[src/baro_temp_pressure_compensation_assert.svh]
// Assertion macros for the compensation block
`ifndef BARO_TEMP_PRESSURE_COMPENSATION_ASSERT_SVH
`define BARO_TEMP_PRESSURE_COMPENSATION_ASSERT_SVH
`define BTPC_ASSERT_IMPL(lbl, a, c) \
	lbl: assert property (@(posedge clk) disable iff (!arst_n) (a) |-> (c)) \
		else $error("assertion failed");
`define BTPC_ASSERT_NEXT(lbl, a, c) \
	lbl: assert property (@(posedge clk) disable iff (!arst_n) (a) |=> (c)) \
		else $error("assertion failed");
`endif

[src/btpc_pkg.sv]
`timescale 1ns / 1ps
// ----------------------------------------------------------------------------
// btpc_pkg
// Types and constants shared by the compensation block.
// ----------------------------------------------------------------------------
package btpc_pkg;
	localparam int unsigned NumRegs = 8;
	localparam int unsigned AddrW = 5;
	localparam logic [1:0] StOk = 2'd0;
	localparam logic [1:0] StLimit = 2'd1;
	localparam logic [1:0] StDivZero = 2'd2;
	localparam logic [2:0] RegAc1Ac2 = 3'd0;
	localparam logic [2:0] RegAc3Ac4 = 3'd1;
	localparam logic [2:0] RegAc5Ac6 = 3'd2;
	localparam logic [2:0] RegB1B2 = 3'd3;
	localparam logic [2:0] RegMcMd = 3'd4;
	localparam logic [2:0] RegOss = 3'd5;
	localparam logic [2:0] RegLo = 3'd6;
	localparam logic [2:0] RegHi = 3'd7;

	// sequencer steps; each issues at most one datapath operation (the divider waits issue none)
	typedef enum logic [5:0] {
		S_IDLE,
		// temperature
		T_X1M, T_X1, T_DEN, T_DIVS, T_DIVW, T_B5, T_DIVS2, T_TOUT,
		// pressure
		P_B6, P_SQM, P_SQ, P_X1M, P_X1, P_X2M, P_X2, P_B3, P_A3M, P_A3,
		P_B1M, P_B1, P_X3, P_B4M, P_B4, P_B7M, P_B7, P_DIVS, P_DIVW, P_PQ,
		P_Q2M, P_Q2, P_Q3M, P_Q3, P_FIN,
		S_OUT
	} btpc_state_t;

	typedef enum logic [5:0] {
		OP_NONE, OP_T_X1M, OP_T_X1, OP_T_DEN, OP_T_DIVS, OP_T_B5, OP_T_DIVS2,
		OP_T_TOUT, OP_P_B6, OP_P_SQM, OP_P_SQ, OP_P_X1M, OP_P_X1, OP_P_X2M,
		OP_P_X2, OP_P_B3, OP_P_A3M, OP_P_A3, OP_P_B1M, OP_P_B1, OP_P_X3,
		OP_P_B4M, OP_P_B4, OP_P_B7M, OP_P_B7, OP_P_DIVS, OP_P_PQ, OP_P_Q2M,
		OP_P_Q2, OP_P_Q3M, OP_P_Q3, OP_P_FIN, OP_LOAD
	} btpc_op_t;

	typedef struct packed {
		btpc_op_t op;
	} btpc_cmd_t;

	typedef struct packed {
		logic div_busy;
		logic den_zero;
		logic b4_zero;
	} btpc_stat_t;

	typedef struct packed {
		logic [31:0] ac1_ac2;
		logic [31:0] ac3_ac4;
		logic [31:0] ac5_ac6;
		logic [31:0] b1_b2;
		logic [31:0] mc_md;
		logic [1:0]  oss;
		logic signed [7:0] lo;
		logic signed [7:0] hi;
	} btpc_cfg_t;

	function automatic logic signed [31:0] tdiv_p2(input logic signed [31:0] a,
			input int unsigned sh);
		logic signed [31:0] bias;
		bias = a[31] ? 32'sd1 <<< sh : 32'sd0;
		bias = a[31] ? bias - 32'sd1 : 32'sd0;
		return (a + bias) >>> sh;
	endfunction
endpackage

[src/btpc_ctrl.sv]
`timescale 1ns / 1ps
// ----------------------------------------------------------------------------
// btpc_ctrl
// Sequencer: steps the datapath through one reading and holds the result beat.
// ----------------------------------------------------------------------------
module btpc_ctrl import btpc_pkg::*; (
	input  logic       clk,
	input  logic       arst_n,
	input  logic       in_valid,
	input  logic       in_action,
	output logic       in_ready,
	output logic       out_valid,
	input  logic       out_ready,
	input  btpc_stat_t stat,
	output btpc_cmd_t  cmd
);
	btpc_state_t state_q, state_d;

	always_ff @(posedge clk or negedge arst_n) begin
		if (!arst_n) begin
			state_q <= S_IDLE;
		end else begin
			state_q <= state_d;
		end
	end

	always_comb begin
		state_d = state_q;
		case (state_q)
			S_IDLE: if (in_valid) state_d = in_action ? P_B6 : T_X1M;
			T_X1M: state_d = T_X1;
			T_X1: state_d = T_DEN;
			T_DEN: state_d = stat.den_zero ? S_OUT : T_DIVS;
			T_DIVS: state_d = T_DIVW;
			T_DIVW: if (!stat.div_busy) state_d = T_B5;
			T_B5: state_d = T_DIVS2;
			T_DIVS2: state_d = T_TOUT;
			T_TOUT: state_d = S_OUT;
			P_B6: state_d = P_SQM;
			P_SQM: state_d = P_SQ;
			P_SQ: state_d = P_X1M;
			P_X1M: state_d = P_X1;
			P_X1: state_d = P_X2M;
			P_X2M: state_d = P_X2;
			P_X2: state_d = P_B3;
			P_B3: state_d = P_A3M;
			P_A3M: state_d = P_A3;
			P_A3: state_d = P_B1M;
			P_B1M: state_d = P_B1;
			P_B1: state_d = P_X3;
			P_X3: state_d = P_B4M;
			P_B4M: state_d = P_B4;
			P_B4: state_d = P_B7M;
			P_B7M: state_d = P_B7;
			P_B7: state_d = P_DIVS;
			P_DIVS: state_d = stat.b4_zero ? S_OUT : P_DIVW;
			P_DIVW: if (!stat.div_busy) state_d = P_PQ;
			P_PQ: state_d = P_Q2M;
			P_Q2M: state_d = P_Q2;
			P_Q2: state_d = P_Q3M;
			P_Q3M: state_d = P_Q3;
			P_Q3: state_d = P_FIN;
			P_FIN: state_d = S_OUT;
			S_OUT: if (out_ready) state_d = S_IDLE;
			default: state_d = S_IDLE;
		endcase
	end

	always_comb begin
		cmd.op = OP_NONE;
		in_ready = 1'b0;
		out_valid = 1'b0;
		case (state_q)
			S_IDLE: begin in_ready = 1'b1; cmd.op = OP_LOAD; end
			T_X1M: cmd.op = OP_T_X1M;
			T_X1: cmd.op = OP_T_X1;
			T_DEN: cmd.op = OP_T_DEN;
			T_DIVS: cmd.op = OP_T_DIVS;
			T_B5: cmd.op = OP_T_B5;
			T_DIVS2: cmd.op = OP_T_DIVS2;
			T_TOUT: cmd.op = OP_T_TOUT;
			P_B6: cmd.op = OP_P_B6;
			P_SQM: cmd.op = OP_P_SQM;
			P_SQ: cmd.op = OP_P_SQ;
			P_X1M: cmd.op = OP_P_X1M;
			P_X1: cmd.op = OP_P_X1;
			P_X2M: cmd.op = OP_P_X2M;
			P_X2: cmd.op = OP_P_X2;
			P_B3: cmd.op = OP_P_B3;
			P_A3M: cmd.op = OP_P_A3M;
			P_A3: cmd.op = OP_P_A3;
			P_B1M: cmd.op = OP_P_B1M;
			P_B1: cmd.op = OP_P_B1;
			P_X3: cmd.op = OP_P_X3;
			P_B4M: cmd.op = OP_P_B4M;
			P_B4: cmd.op = OP_P_B4;
			P_B7M: cmd.op = OP_P_B7M;
			P_B7: cmd.op = OP_P_B7;
			P_DIVS: cmd.op = OP_P_DIVS;
			P_PQ: cmd.op = OP_P_PQ;
			P_Q2M: cmd.op = OP_P_Q2M;
			P_Q2: cmd.op = OP_P_Q2;
			P_Q3M: cmd.op = OP_P_Q3M;
			P_Q3: cmd.op = OP_P_Q3;
			P_FIN: cmd.op = OP_P_FIN;
			S_OUT: out_valid = 1'b1;
			default: ;
		endcase
	end
endmodule

[config.mk]
export PLATFORM = sky130hd
export DESIGN_NAME = btpc_ctrl
export DESIGN_NICKNAME = d
export VERILOG_FILES = /design/src/baro_temp_pressure_compensation_assert.svh /design/src/btpc_pkg.sv /design/src/btpc_ctrl.sv
export SDC_FILE = /design/constraint.sdc
export NUM_CORES = 1
export LEC_CHECK = 0
export ABC_AREA = 0
export CAP_MARGIN = 20
export CORE_AREA = 8 8 49 51
export CTS_CLUSTER_DIAMETER = 150
export DETAILED_ROUTE_END_ITERATION = 10
export DIE_AREA = 0 0 57 59
export DONT_BUFFER_PORTS = 1
export HOLD_SLACK_MARGIN = 0.06
export SLEW_MARGIN = 40
export SYNTH_ARGS = -nofsm -noshare
export SYNTH_HDL_FRONTEND = slang
export SYNTH_SLANG_ARGS = --single-unit
[constraint.sdc]
create_clock -name clk -period 1.7 [get_ports clk]
set_clock_uncertainty 0.05 [all_clocks]
set_input_delay 0.085 -clock clk [delete_from_list [all_inputs] [get_ports clk]]
set_output_delay 0.085 -clock clk [all_outputs]
set_load 0.01 [all_outputs]
## Yosys cells after proc, flatten, opt, wreduce, memory -nomap -nowiden

Cells that the tools add are included.

| operators by class | value |
|---|---|
| add/subtract/negate cells | 0 |
| multiply operators | 0 |
| divide/modulo/power cells | 0 |
| order comparisons | 0 |
| equality and inequality tests | 38 |
| shifts and indexed selects | 0 |
| muxes and demuxes | 11 |
| bitwise gates (word level) | 0 |
| reduce and logical (&&, ||, !) cells | 3 |

Operators with widths:

| cell | number |
|---|---|
| $pmux W6 S34 | 1 |
| $pmux W6 S32 | 1 |
| $eq A6 B5 Y1 const B | 16 |
| $eq A6 B4 Y1 const B | 8 |
| $mux W6 | 6 |
| $eq A6 B3 Y1 const B | 4 |
| $eq A6 B6 Y1 const B | 3 |
| $eq A6 B2 Y1 const B | 2 |
| $ne A2 B2 Y1 const B | 4 |
| $eq A6 B1 Y1 const B | 1 |
| $logic_not A6 Y1 | 1 |
| $mux W4 | 1 |
| $reduce_and A4 Y1 | 1 |
| $mux W1 | 2 |
| $reduce_or A2 Y1 | 1 |

| storage, ports and cells | value |
|---|---|
| flip-flop bits (word level) | 6 |
| bits in latches | 0 |
| RAM bits | 0 |
| memory bits (read-only) | 0 |
| input bits | 8 |
| output and inout port bits | 8 |
| word-level logic and storage cells | 53 |
| memories kept | 0 |

## Longest topological paths before layout

Gate-level depths: netlist of run 1.

| logic depth | value |
|---|---|
| depth after elaboration | 3 |
| mapped depth | 7 |
| depth with buffers taken out | 5 |

## Least setup slack after synthesis of run 1

OpenSTA, ideal clock, no wires.

| path | value |
|---|---|
| path kind | reg-to-reg |
| start point | register state_q[4] |
| end point | register state_q[2] |
| library setup time | 0.074 ns |
| arrival time | 1.464 ns |
| data required time | 1.576 ns |
| path slack | 0.112 ns |
| stages on the path, launching flop included | 7 |
| buffers on the path | 1 |
| period minus slack after synthesis | 1.588 ns |
| cells stage by stage | dfrtp_1 > buf_6 > and4b_4 > o211ai_2 > o211ai_2 > a2111o_1 > a21oi_2 |

| on the way | value |
|---|---|
| longest elaborated chain between the ends | 3 |
| elaborated cells on any way between the ends | 42 |
| classes of those cells | eq/ne (38); mux (1); reduce/logical (3) |

Ends and longest elaborated chain:

| what | line | RTL |
|---|---|---|
| from (decl) | btpc_ctrl.sv:17 | `btpc_state_t state_q, state_d;` |
| from (signal assigned) | btpc_ctrl.sv:23 | `state_q <= state_d;` |
| $eq A6 B6 Y1 (tied with other cells) | btpc_ctrl.sv:29 | `case (state_q)` |
| $reduce_or A2 Y1 (no line) / $ne A2 B2 Y1 (equally long branches) | n/a |  |
| $pmux W6 S34 / $reduce_and A4 Y1 (equally long branches) | n/a |  |

Parallel ways exist; a longest one is shown, timed or not.
A chain may end at the register's enable or synchronous reset.

==> flow_metrics.tcl, run 1 <==
set metrics [dict create \
    grt_pass1_wl_um 4350 \
    ys_async_sr_fraction 1.00 \
    setup_tns_ns -0.192 \
    path_delay_family "compound AO/OA/AOI/OAI gates" \
    core_area_sq_mm 0.00165 \
    worstPathMaxFanout 6 \
    h-tree-depth 1 \
    antenna_found_initial 0 \
    netlist_area_sq_um 806 \
    clockBufferDepth 2 \
    vias_per_cell 6.33 \
    critPathArrivalTime_ns 1.64 \
    required_ns 1.56 \
    synth_nets 126 \
    slowest_delay_ns 0.46 \
    firstDrtPassIters 4 \
    ir_drop_mv 0.983 \
    drc 0 \
    multiInputGateArea_sq_um 659 \
    cp_slowest_cell "dfrtp_2" \
    synth_top_area_frac 0.186 \
    syn_area_per_cell_sq_um 6.83 \
    yosysUniqueCellTypes 41 \
    maxSlewHeadroom 0.709 \
    first_global_vias 972 \
    timing.critical_path.buf_inv 2 \
    hpwl_um 1760 \
    wire_per_inst_um 17.3 \
    max_freq_ghz 0.563 \
    layout_common_cells "buf_4 (24), nand2_1 (12), a21oi_1 (11), buf_6 (10), o21ai_1 (6)" \
    hold_class "in2async" \
    violations "setup timing" \
    cp_cell_sequence "buf_6 > nand2b_1 > a21oi_1 > a211o_1 > a21oi_2 > o21ai_1 > buf_4" \
    grt_max_degree 16 \
    grt_util_all_layers 0.157 \
    cts.sinks 6 \
    power_density_mw_per_mm2 1670 \
    largest_reg_flops 6 \
    top_regs "state_q: 6 flops" \
    final-setup-viol-count 4 \
    top_register "state_q" \
    ioPinCount 16 \
    die-area_sq_mm 0.00336 \
    wirelength_um 2810 \
    start_kind "flop" \
    start_util 0.488 \
    cts_tree "done" \
    layout.nets 155 \
    rows 15 \
    n_antenna_cell 0 \
    path_clk_slew_ns 0.05 \
    syn_to_final_growth_pct 51.4 \
    nFillCells 124 \
    outcome "finished, violations left" \
    insertion_delay_ns 0.24 \
    end_kind "output pin" \
    yosysSeqAreaShare 0.186 \
    synth_top_flop_cell "dfrtp_1" \
    synth_area_leaders "dfrtp_1 (19%), a21oi_1 (8.1%), o21ai_0 (6.2%)" \
    hold-worst-slack_ns 0.108 \
    synth_edf_count 0 \
    num_vias 1025 \
    cts_root_buffer "clkbuf_4" \
    synth_top_area_cell "dfrtp_1" \
    numCtsBuffers 3 \
    rsz0062_at_grt "true" \
    setup_ws_ns -0.0772 \
    max_slew.worst_pin.slew_ns 0.425 \
    ys_warn_count 0 \
    layout-drive-gt1-share 0.441 \
    area.sequential_sq_um 155 \
    ys_ff_latch 6 \
    portBuffers 0 \
    drtAntennaViolNets 0 \
    final.min_clock_period_ns 1.78 \
    mostFrequentLayoutCell "buf_4" \
    gp_congestion 0.855 \
    finalCritPeriodShare 1.05 \
    grt_overflow_total 0 \
    critPathKind "reg2out" \
    fp.dieW_um 57 \
    die_h_um 59 \
    post_dp_cell_area_sq_um 931 \
    drtIter0Drc 35 \
    synth_cells 118 \
    cap_violations 0 \
    final-hold-violation-count 0 \
    final_cell_area_sq_mm 0.00122 \
    pre_cts_ws_ns -0.0238 \
    slew_violations 0 \
    cellLeakagePower_nw 0.506 \
]
## synthesized netlist by cell type, types with 2 or more instances
library cell / instances
nand3_1: 7
nor2b_1: 5
a21oi_1: 13
nand4_1: 4
nand2b_1: 3
clkbuf_1: 3
o21ai_0: 10
and2_1: 2
dfrtp_1: 6
nor2_1: 7
nor4b_1: 2
or3_1: 2
o211ai_2: 2
inv_1: 4
a31oi_1: 2
buf_2: 8
nor4_1: 2
nand2_1: 13
## final cells by class
cell class | instances | share of cell area
well taps | 17 | 0.0174
multi-input cells | 94 | 0.541
repair buffers | 38 | 0.281
clock buffers | 3 | 0.0185
inverters | 4 | 0.0154
flip-flops and latches | 6 | 0.127
## power breakdown
part           switching (W)  internal, W
registers           0.000104     0.000202
logic               0.000819     0.000783
clock network      0.0000520    0.0000799
total               0.000975      0.00106
## worst paths after layout
kind / from / to / slack, ns / cells past startpoint
worst max-delay path: state_q[3]$_DFFE_PN0P_ / cmd[2] / -0.08 / 7
min in group clk: in_valid / state_q[3]$_DFFE_PN0P_ / 0.11 / 3
worst min-delay path: arst_n / state_q[3]$_DFFE_PN0P_ / 0.11 / 1
worst min register to register: state_q[5]$_DFFE_PN0P_ / state_q[2]$_DFFE_PN0P_ / 0.59 / 1
worst max register to register: state_q[4]$_DFFE_PN0P_ / state_q[2]$_DFFE_PN0P_ / -0.04 / 6
max in group asynchronous: arst_n / state_q[1]$_DFFE_PN0P_ / 1.25 / 1
## per-layer routing
layer / wire (um) / global-route usage / vias up
met5: 0 / 0 / -
met4: 0 / 0.0369 / 0
met3: 205 / 0.0408 / 0
met2: 1400 / 0.262 / 54
met1: 1200 / 0.195 / 483
li1: - / - / 488
## per-stage QoR
| stage | util | std cells | power (W) |
|---|---|---|---|
| after global routing | 0.739 | 162 | 0.00219 |
| after CTS | 0.670 | 156 | 0.00185 |
| after global placement | 0.564 | 143 | 0.00153 |
| final | 0.739 | 162 | 0.00204 |
| after floorplan | - | 118 | 0.00111 |
| after detailed placement | 0.564 | 143 | 0.00154 |
## cell families (layout without fill, tap and decap cells)
kind of cell | after synthesis | in the layout | synth area share
and+or+nand+nor | 54 | 54 | 0.371
AOI/OAI and AO/OA | 38 | 38 | 0.309
buffers and inverters | 18 | 45 | 0.110
DFF | 6 | 6 | 0.186
xor gates and xnor gates | 1 | 1 | 0.0109
muxes | 1 | 1 | 0.0124
## timing repair
action / 4_1_cts / 5_1_grt
endpoints found under the setup margin: 7 / 10
pin swaps: 6 / 8
hold buffers: 3 / 0
setup buffers: 7 / 6
hold endpoints to repair: 9 / 0
resized for setup: 22 / 19
(Power assumes the default switching activity.)
==> run 2, diff against run 1 <==
- CORE_AREA: 8 8 49 51 -> 4 4 45 47
- DIE_AREA: 0 0 57 59 -> 0 0 49 51
- clock period: 1.7 -> 1.77 ns (I/O delays scaled with it)
==> run 2 against run 1 <==
Compared with the run above:
- the flow now finishes without violations
- combinational power decreased by 21%
- critical path depth shrank 2
- sequential power shrank 2%
- sequential share of layout area is 2.7 points higher
- first-iteration DRC count is 11% higher
- clock power about the same
- design area decreased by 17%
- sequential cell count is the same
- via count decreased by 6.6%
- hold slack got worse by 0.034 ns
- die area down 26%
- largest cell class unchanged
==> flow_metrics.tcl, run 2 (same netlist as run 1, synthesis figures left out) <==
set metrics [dict create \
    die_h_um 51 \
    layout_common_cells "buf_4 (16), nand2_1 (13), a21oi_1 (11), nand3_1 (7), o21ai_0 (6)" \
    gp_congestion 0.858 \
    grt_max_degree 22 \
    critPathArrivalTime_ns 1.56 \
    end_kind "output pin" \
    required_ns 1.63 \
    start_util 0.488 \
    total_power_w 0.00170 \
    drc 0 \
    dp_cells 137 \
    die-area_sq_mm 0.00250 \
    numCtsBuffers 3 \
    cellLeakagePower_nw 0.414 \
    insertion_delay_ns 0.25 \
    top_regs "state_q: 6 flops" \
    final-hold-violation-count 0 \
    layout.nets 141 \
    top_register "state_q" \
    finalCritPeriodShare 0.962 \
    num_vias 957 \
    max_slew.worst_pin.slew_ns 0.498 \
    outcome "finished clean" \
    cts_root_buffer "clkbuf_4" \
    final_cells 148 \
    clockBufferDepth 2 \
    ioPinCount 16 \
    ir_drop_mv 0.879 \
    post_dp_cell_area_sq_um 873 \
    syn_to_final_growth_pct 26.1 \
    antenna_found_initial 0 \
    worstPathMaxFanout 6 \
    drtAntennaViolNets 0 \
    hold-worst-slack_ns 0.0746 \
    cap_violations 0 \
    grt_overflow_total 0 \
    rows 15 \
    wire_per_inst_um 16.0 \
    start_kind "flop" \
    timing.critical_path.buf_inv 2 \
    hold_class "in2reg" \
    maxSlewHeadroom 0.660 \
    final.min_clock_period_ns 1.70 \
    critPathKind "reg2out" \
    grt_pass1_wl_um 3860 \
    layout-drive-gt1-share 0.321 \
    h-tree-depth 1 \
    max_freq_ghz 0.587 \
    hpwl_um 1670 \
    path_delay_family "compound AO/OA/AOI/OAI gates" \
    slew_violations 0 \
    portBuffers 0 \
    rsz0062_at_grt "true" \
    largest_reg_flops 6 \
    path_clk_slew_ns 0.05 \
    mostFrequentLayoutCell "buf_4" \
    slowest_delay_ns 0.44 \
    wirelength_um 2370 \
    core_area_sq_mm 0.00165 \
    setup_tns_ns 0 \
    firstDrtPassIters 4 \
    power_density_mw_per_mm2 1670 \
    fp.dieW_um 49 \
    cts.sinks 6 \
    cts_tree "done" \
    vias_per_cell 6.47 \
    first_global_vias 802 \
    grt_util_all_layers 0.194 \
    n_antenna_cell 0 \
    cp_cell_sequence "buf_4 > clkinvlp_4 > nand2_1 > a311oi_1 > a31o_2" \
    cp_slowest_cell "dfrtp_2" \
    drtIter0Drc 39 \
    final-setup-viol-count 0 \
    final_cell_area_sq_mm 0.00102 \
]
[run 2: cell count changes in the layout (fill, tap and decap cells not counted), moves of 3 or more]
cell,before,now
buf_4,24,16
buf_6,10,2
nand3_1,4,7
nand3_2,3,0
o21ai_0,3,6
o21ai_1,6,2
[run 2: where the power goes]
part           leakage, nW  switching (W)  internal [W]  total (W)
combinational        0.329       0.000685      0.000583    0.00127
sequential          0.0705       0.000104      0.000196   0.000300
clock               0.0138      0.0000552     0.0000771   0.000132
total                0.414       0.000845      0.000856    0.00170
[run 2: timing repair]
action | in CTS | in global routing
setup buffers | 3 | 1
gates resized for setup | 9 | 14
hold endpoints to repair | 9 | 0
cloned | 0 | 1
endpoints found under the setup margin | 5 | 8
hold buffers | 3 | 0
pin swaps | 0 | 1
[run 2: final cells by class]
cell class	count	area, sq um
fillers	151	636
multi-input cells	94	594
repair buffers	24	203
flip-flops and latches	6	156
clock buffers	3	22.5
well taps	17	21.3
inverters	4	18.8
[run 2: metrics by stage]
| stage | utilization | worst slack (ns) |
|---|---|---|
| after floorplan | - | 0.182 |
| after global placement | 0.529 | 0.0821 |
| after detailed placement | 0.529 | 0.105 |
| after CTS | 0.584 | 0.00836 |
| after global routing | 0.615 | -0.0429 |
| final | 0.615 | 0.0675 |
[run 2: worst register-to-register path, delay by kind of cell, from the launching register on]
family,cells,cell delay (ns)
AOI/OAI and AO/OA,4,0.91
DFF,1,0.48
and+or+nand+nor,1,0.21
[run 2: layer usage]
layer | vias up | GRT usage | share of wire
met1 | 436 | 0.265 | 0.45
met5 | - | 0 | 0
met3 | 2 | 0.0583 | 0.083
met4 | 0 | 0.0538 | 0.0063
li1 | 470 | - | -
met2 | 49 | 0.293 | 0.46
[run 2: worst paths after layout]
| kind | start | end | slack (ns) | cells after the start |
|---|---|---|---|---|
| worst max register to register | state_q[3]$_DFFE_PN0P_ | state_q[2]$_DFFE_PN0P_ | 0.07 | 5 |
| max in group asynchronous | arst_n | state_q[1]$_DFFE_PN0P_ | 1.32 | 1 |
| worst max-delay path | state_q[4]$_DFFE_PN0P_ | cmd[0] | 0.07 | 5 |
| min in group asynchronous | arst_n | state_q[2]$_DFFE_PN0P_ | 0.10 | 1 |
| worst min register to register | state_q[5]$_DFFE_PN0P_ | state_q[2]$_DFFE_PN0P_ | 0.63 | 2 |
| worst min-delay path | in_valid | state_q[1]$_DFFE_PN0P_ | 0.07 | 3 |
==> run 3, diff against run 2 <==
- clock period: 1.77 -> 2 ns (I/O delays scaled with it)
==> run 3 against run 2 <==
Compared with the run above:
- clock power decreased by 13%
- sequential cell count did not move
- combinational power down 34%
- global-route usage fell by 1.6 points
- final cell count is 10% lower
- worst setup slack better by 0.016 ns
- die area stayed put
- largest power group unchanged
- highest routed layer unchanged
==> flow_metrics.tcl, run 3 (same netlist as run 1, synthesis figures left out) <==
set metrics [dict create \
    antenna_found_initial 0 \
    total_power_w 0.00127 \
    max_slew.worst_pin.slew_ns 0.507 \
    firstDrtPassIters 4 \
    drtAntennaViolNets 0 \
    grt_max_degree 21 \
    finalCritPeriodShare 0.958 \
    path_clk_slew_ns 0.05 \
    utilization 0.524 \
    cp_slowest_cell "dfrtp_1" \
    dp_cells 127 \
    cp_cell_sequence "nor2_1 > a211o_1 > a21oi_1 > o21ai_0" \
    maxSlewHeadroom 0.662 \
    num_vias 882 \
    gp_congestion 0.828 \
    holdPathStages 3 \
    setup_ws_ns 0.0839 \
    numCtsBuffers 3 \
    ir_drop_mv 0.612 \
    first_global_vias 779 \
    outcome "finished clean" \
    hold_start "in_valid" \
    n_antenna_cell 0 \
    cap_violations 0 \
    h-tree-depth 1 \
    r2r_slack_ns 0.17 \
    r2r_end "state_q[2]$_DFFE_PN0P_" \
    area.sequential_sq_um 153 \
    layout_common_cells "nand2_1 (13), a21oi_1 (13), o21ai_0 (9), nor2_1 (7), nand3_1 (7)" \
    slew_violations 0 \
    core_area_sq_mm 0.00165 \
    die-area_sq_mm 0.00250 \
    timing.critical_path.buf_inv 0 \
    critPathArrivalTime_ns 1.77 \
    final.min_clock_period_ns 1.92 \
    top_register "state_q" \
    cellLeakagePower_nw 0.333 \
    rsz0062_at_grt "true" \
    setup_tns_ns 0 \
    slowest_delay_ns 0.56 \
    r2r_start "state_q[4]$_DFFE_PN0P_" \
    clockBufferDepth 2 \
    worstPathMaxFanout 18 \
    ioPinCount 16 \
    largest_reg_flops 6 \
    final_cells 133 \
    cts.sinks 6 \
    pre_cts_ws_ns 0.179 \
    hold_class "in2reg" \
    layout-drive-gt1-share 0.138 \
    grt_pass1_wl_um 3650 \
    final-setup-viol-count 0 \
    hpwl_um 1520 \
    top_regs "state_q: 6 flops" \
    layout.nets 126 \
    die_h_um 51 \
    end_kind "output pin" \
    required_ns 1.85 \
    start_kind "flop" \
    reg2regPathDepth 5 \
    max_freq_ghz 0.522 \
    multiInputGateArea_sq_um 567 \
    vias_per_cell 6.63 \
    start_util 0.488 \
    drc 0 \
    drtIter0Drc 27 \
    cts_tree "done" \
    insertion_delay_ns 0.25 \
    grt_overflow_total 0 \
    nFillCells 182 \
    syn_to_final_growth_pct 7.45 \
    path_delay_family "compound AO/OA/AOI/OAI gates" \
    fp.dieW_um 49 \
    cts_root_buffer "clkbuf_4" \
    power_density_mw_per_mm2 1470 \
    wire_per_inst_um 15.8 \
    hold_end "state_q[1]$_DFFE_PN0P_" \
    final-hold-violation-count 0 \
    grt_util_all_layers 0.178 \
    rows 15 \
    wirelength_um 2110 \
    critPathKind "reg2out" \
    portBuffers 0 \
]
==> run 3: cell types whose count changed in the layout (fill, tap and decap cells not counted), moves of 3 or more <==
cell / change
o21ai_0: +3
dfrtp_2: -3
buf_4: -11
dfrtp_1: +3
==> run 3: power by group <==
group	total [W]	internal (W)	leakage, nW	switching (W)
clock network	0.000115	0.0000681	0.0138	0.0000466
registers	0.000314	0.000168	0.0744	0.000146
logic	0.000841	0.000360	0.244	0.000480
total	0.00127	0.000597	0.333	0.000673
==> run 3: worst max-delay path by stage <==
stage | from | end | slack [ns] | depth (start not counted)
finish | state_q[4]$_DFFE_PN0P_ | cmd[2] | 0.08 | 4
CTS | state_q[3]$_DFFE_PN0P_ | cmd[2] | 0.004 | 6
floorplan | state_q[4]$_DFFE_PN0P_ | state_q[2]$_DFFE_PN0P_ | 0.41 | 6
global placement | state_q[0]$_DFFE_PN0P_ | state_q[2]$_DFFE_PN0P_ | 0.20 | 5
global route | state_q[4]$_DFFE_PN0P_ | cmd[2] | -0.04 | 4
detailed placement | state_q[0]$_DFFE_PN0P_ | state_q[2]$_DFFE_PN0P_ | 0.18 | 5
==> run 3: worst reg2reg max path: cells and delay by family, from the launching register on <==
| kind | cells | cell delay (ns) |
|---|---|---|
| AO/OA/AOI/OAI | 4 | 0.84 |
| flip-flops | 1 | 0.56 |
| AND/OR/NAND/NOR | 1 | 0.31 |
==> run 3: area by class of cell <==
type                    instances  area share
clock buffers                   3      0.0260
well taps                      17      0.0246
repair buffers                  9       0.101
inverters                       4      0.0173
flip-flops and latches          6       0.176
multi-input cells              94       0.655
==> run 3: routing by layer <==
layer | vias up | global-route usage | share of wire
met2 | 29 | 0.274 | 0.45
met3 | 2 | 0.0350 | 0.059
met4 | 0 | 0.0269 | 0.0066
met1 | 416 | 0.259 | 0.48
met5 | - | 0 | 0
li1 | 435 | - | -
==> run 3: repair_timing <==
action / in CTS / in global routing
hold endpoints to repair: 9 / 0
endpoints found under the setup margin: 0 / 3
resized for setup: 0 / 3
hold buffers: 3 / 0
setup buffers: 0 / 0
==> run 3: metrics by stage <==
step	hold slack, ns	instance area (sq um)
floorplan	-0.246	806
global placement	-0.245	811
detailed placement	-0.245	811
CTS	0.0792	863
global route	0.130	866
finish	0.0808	866
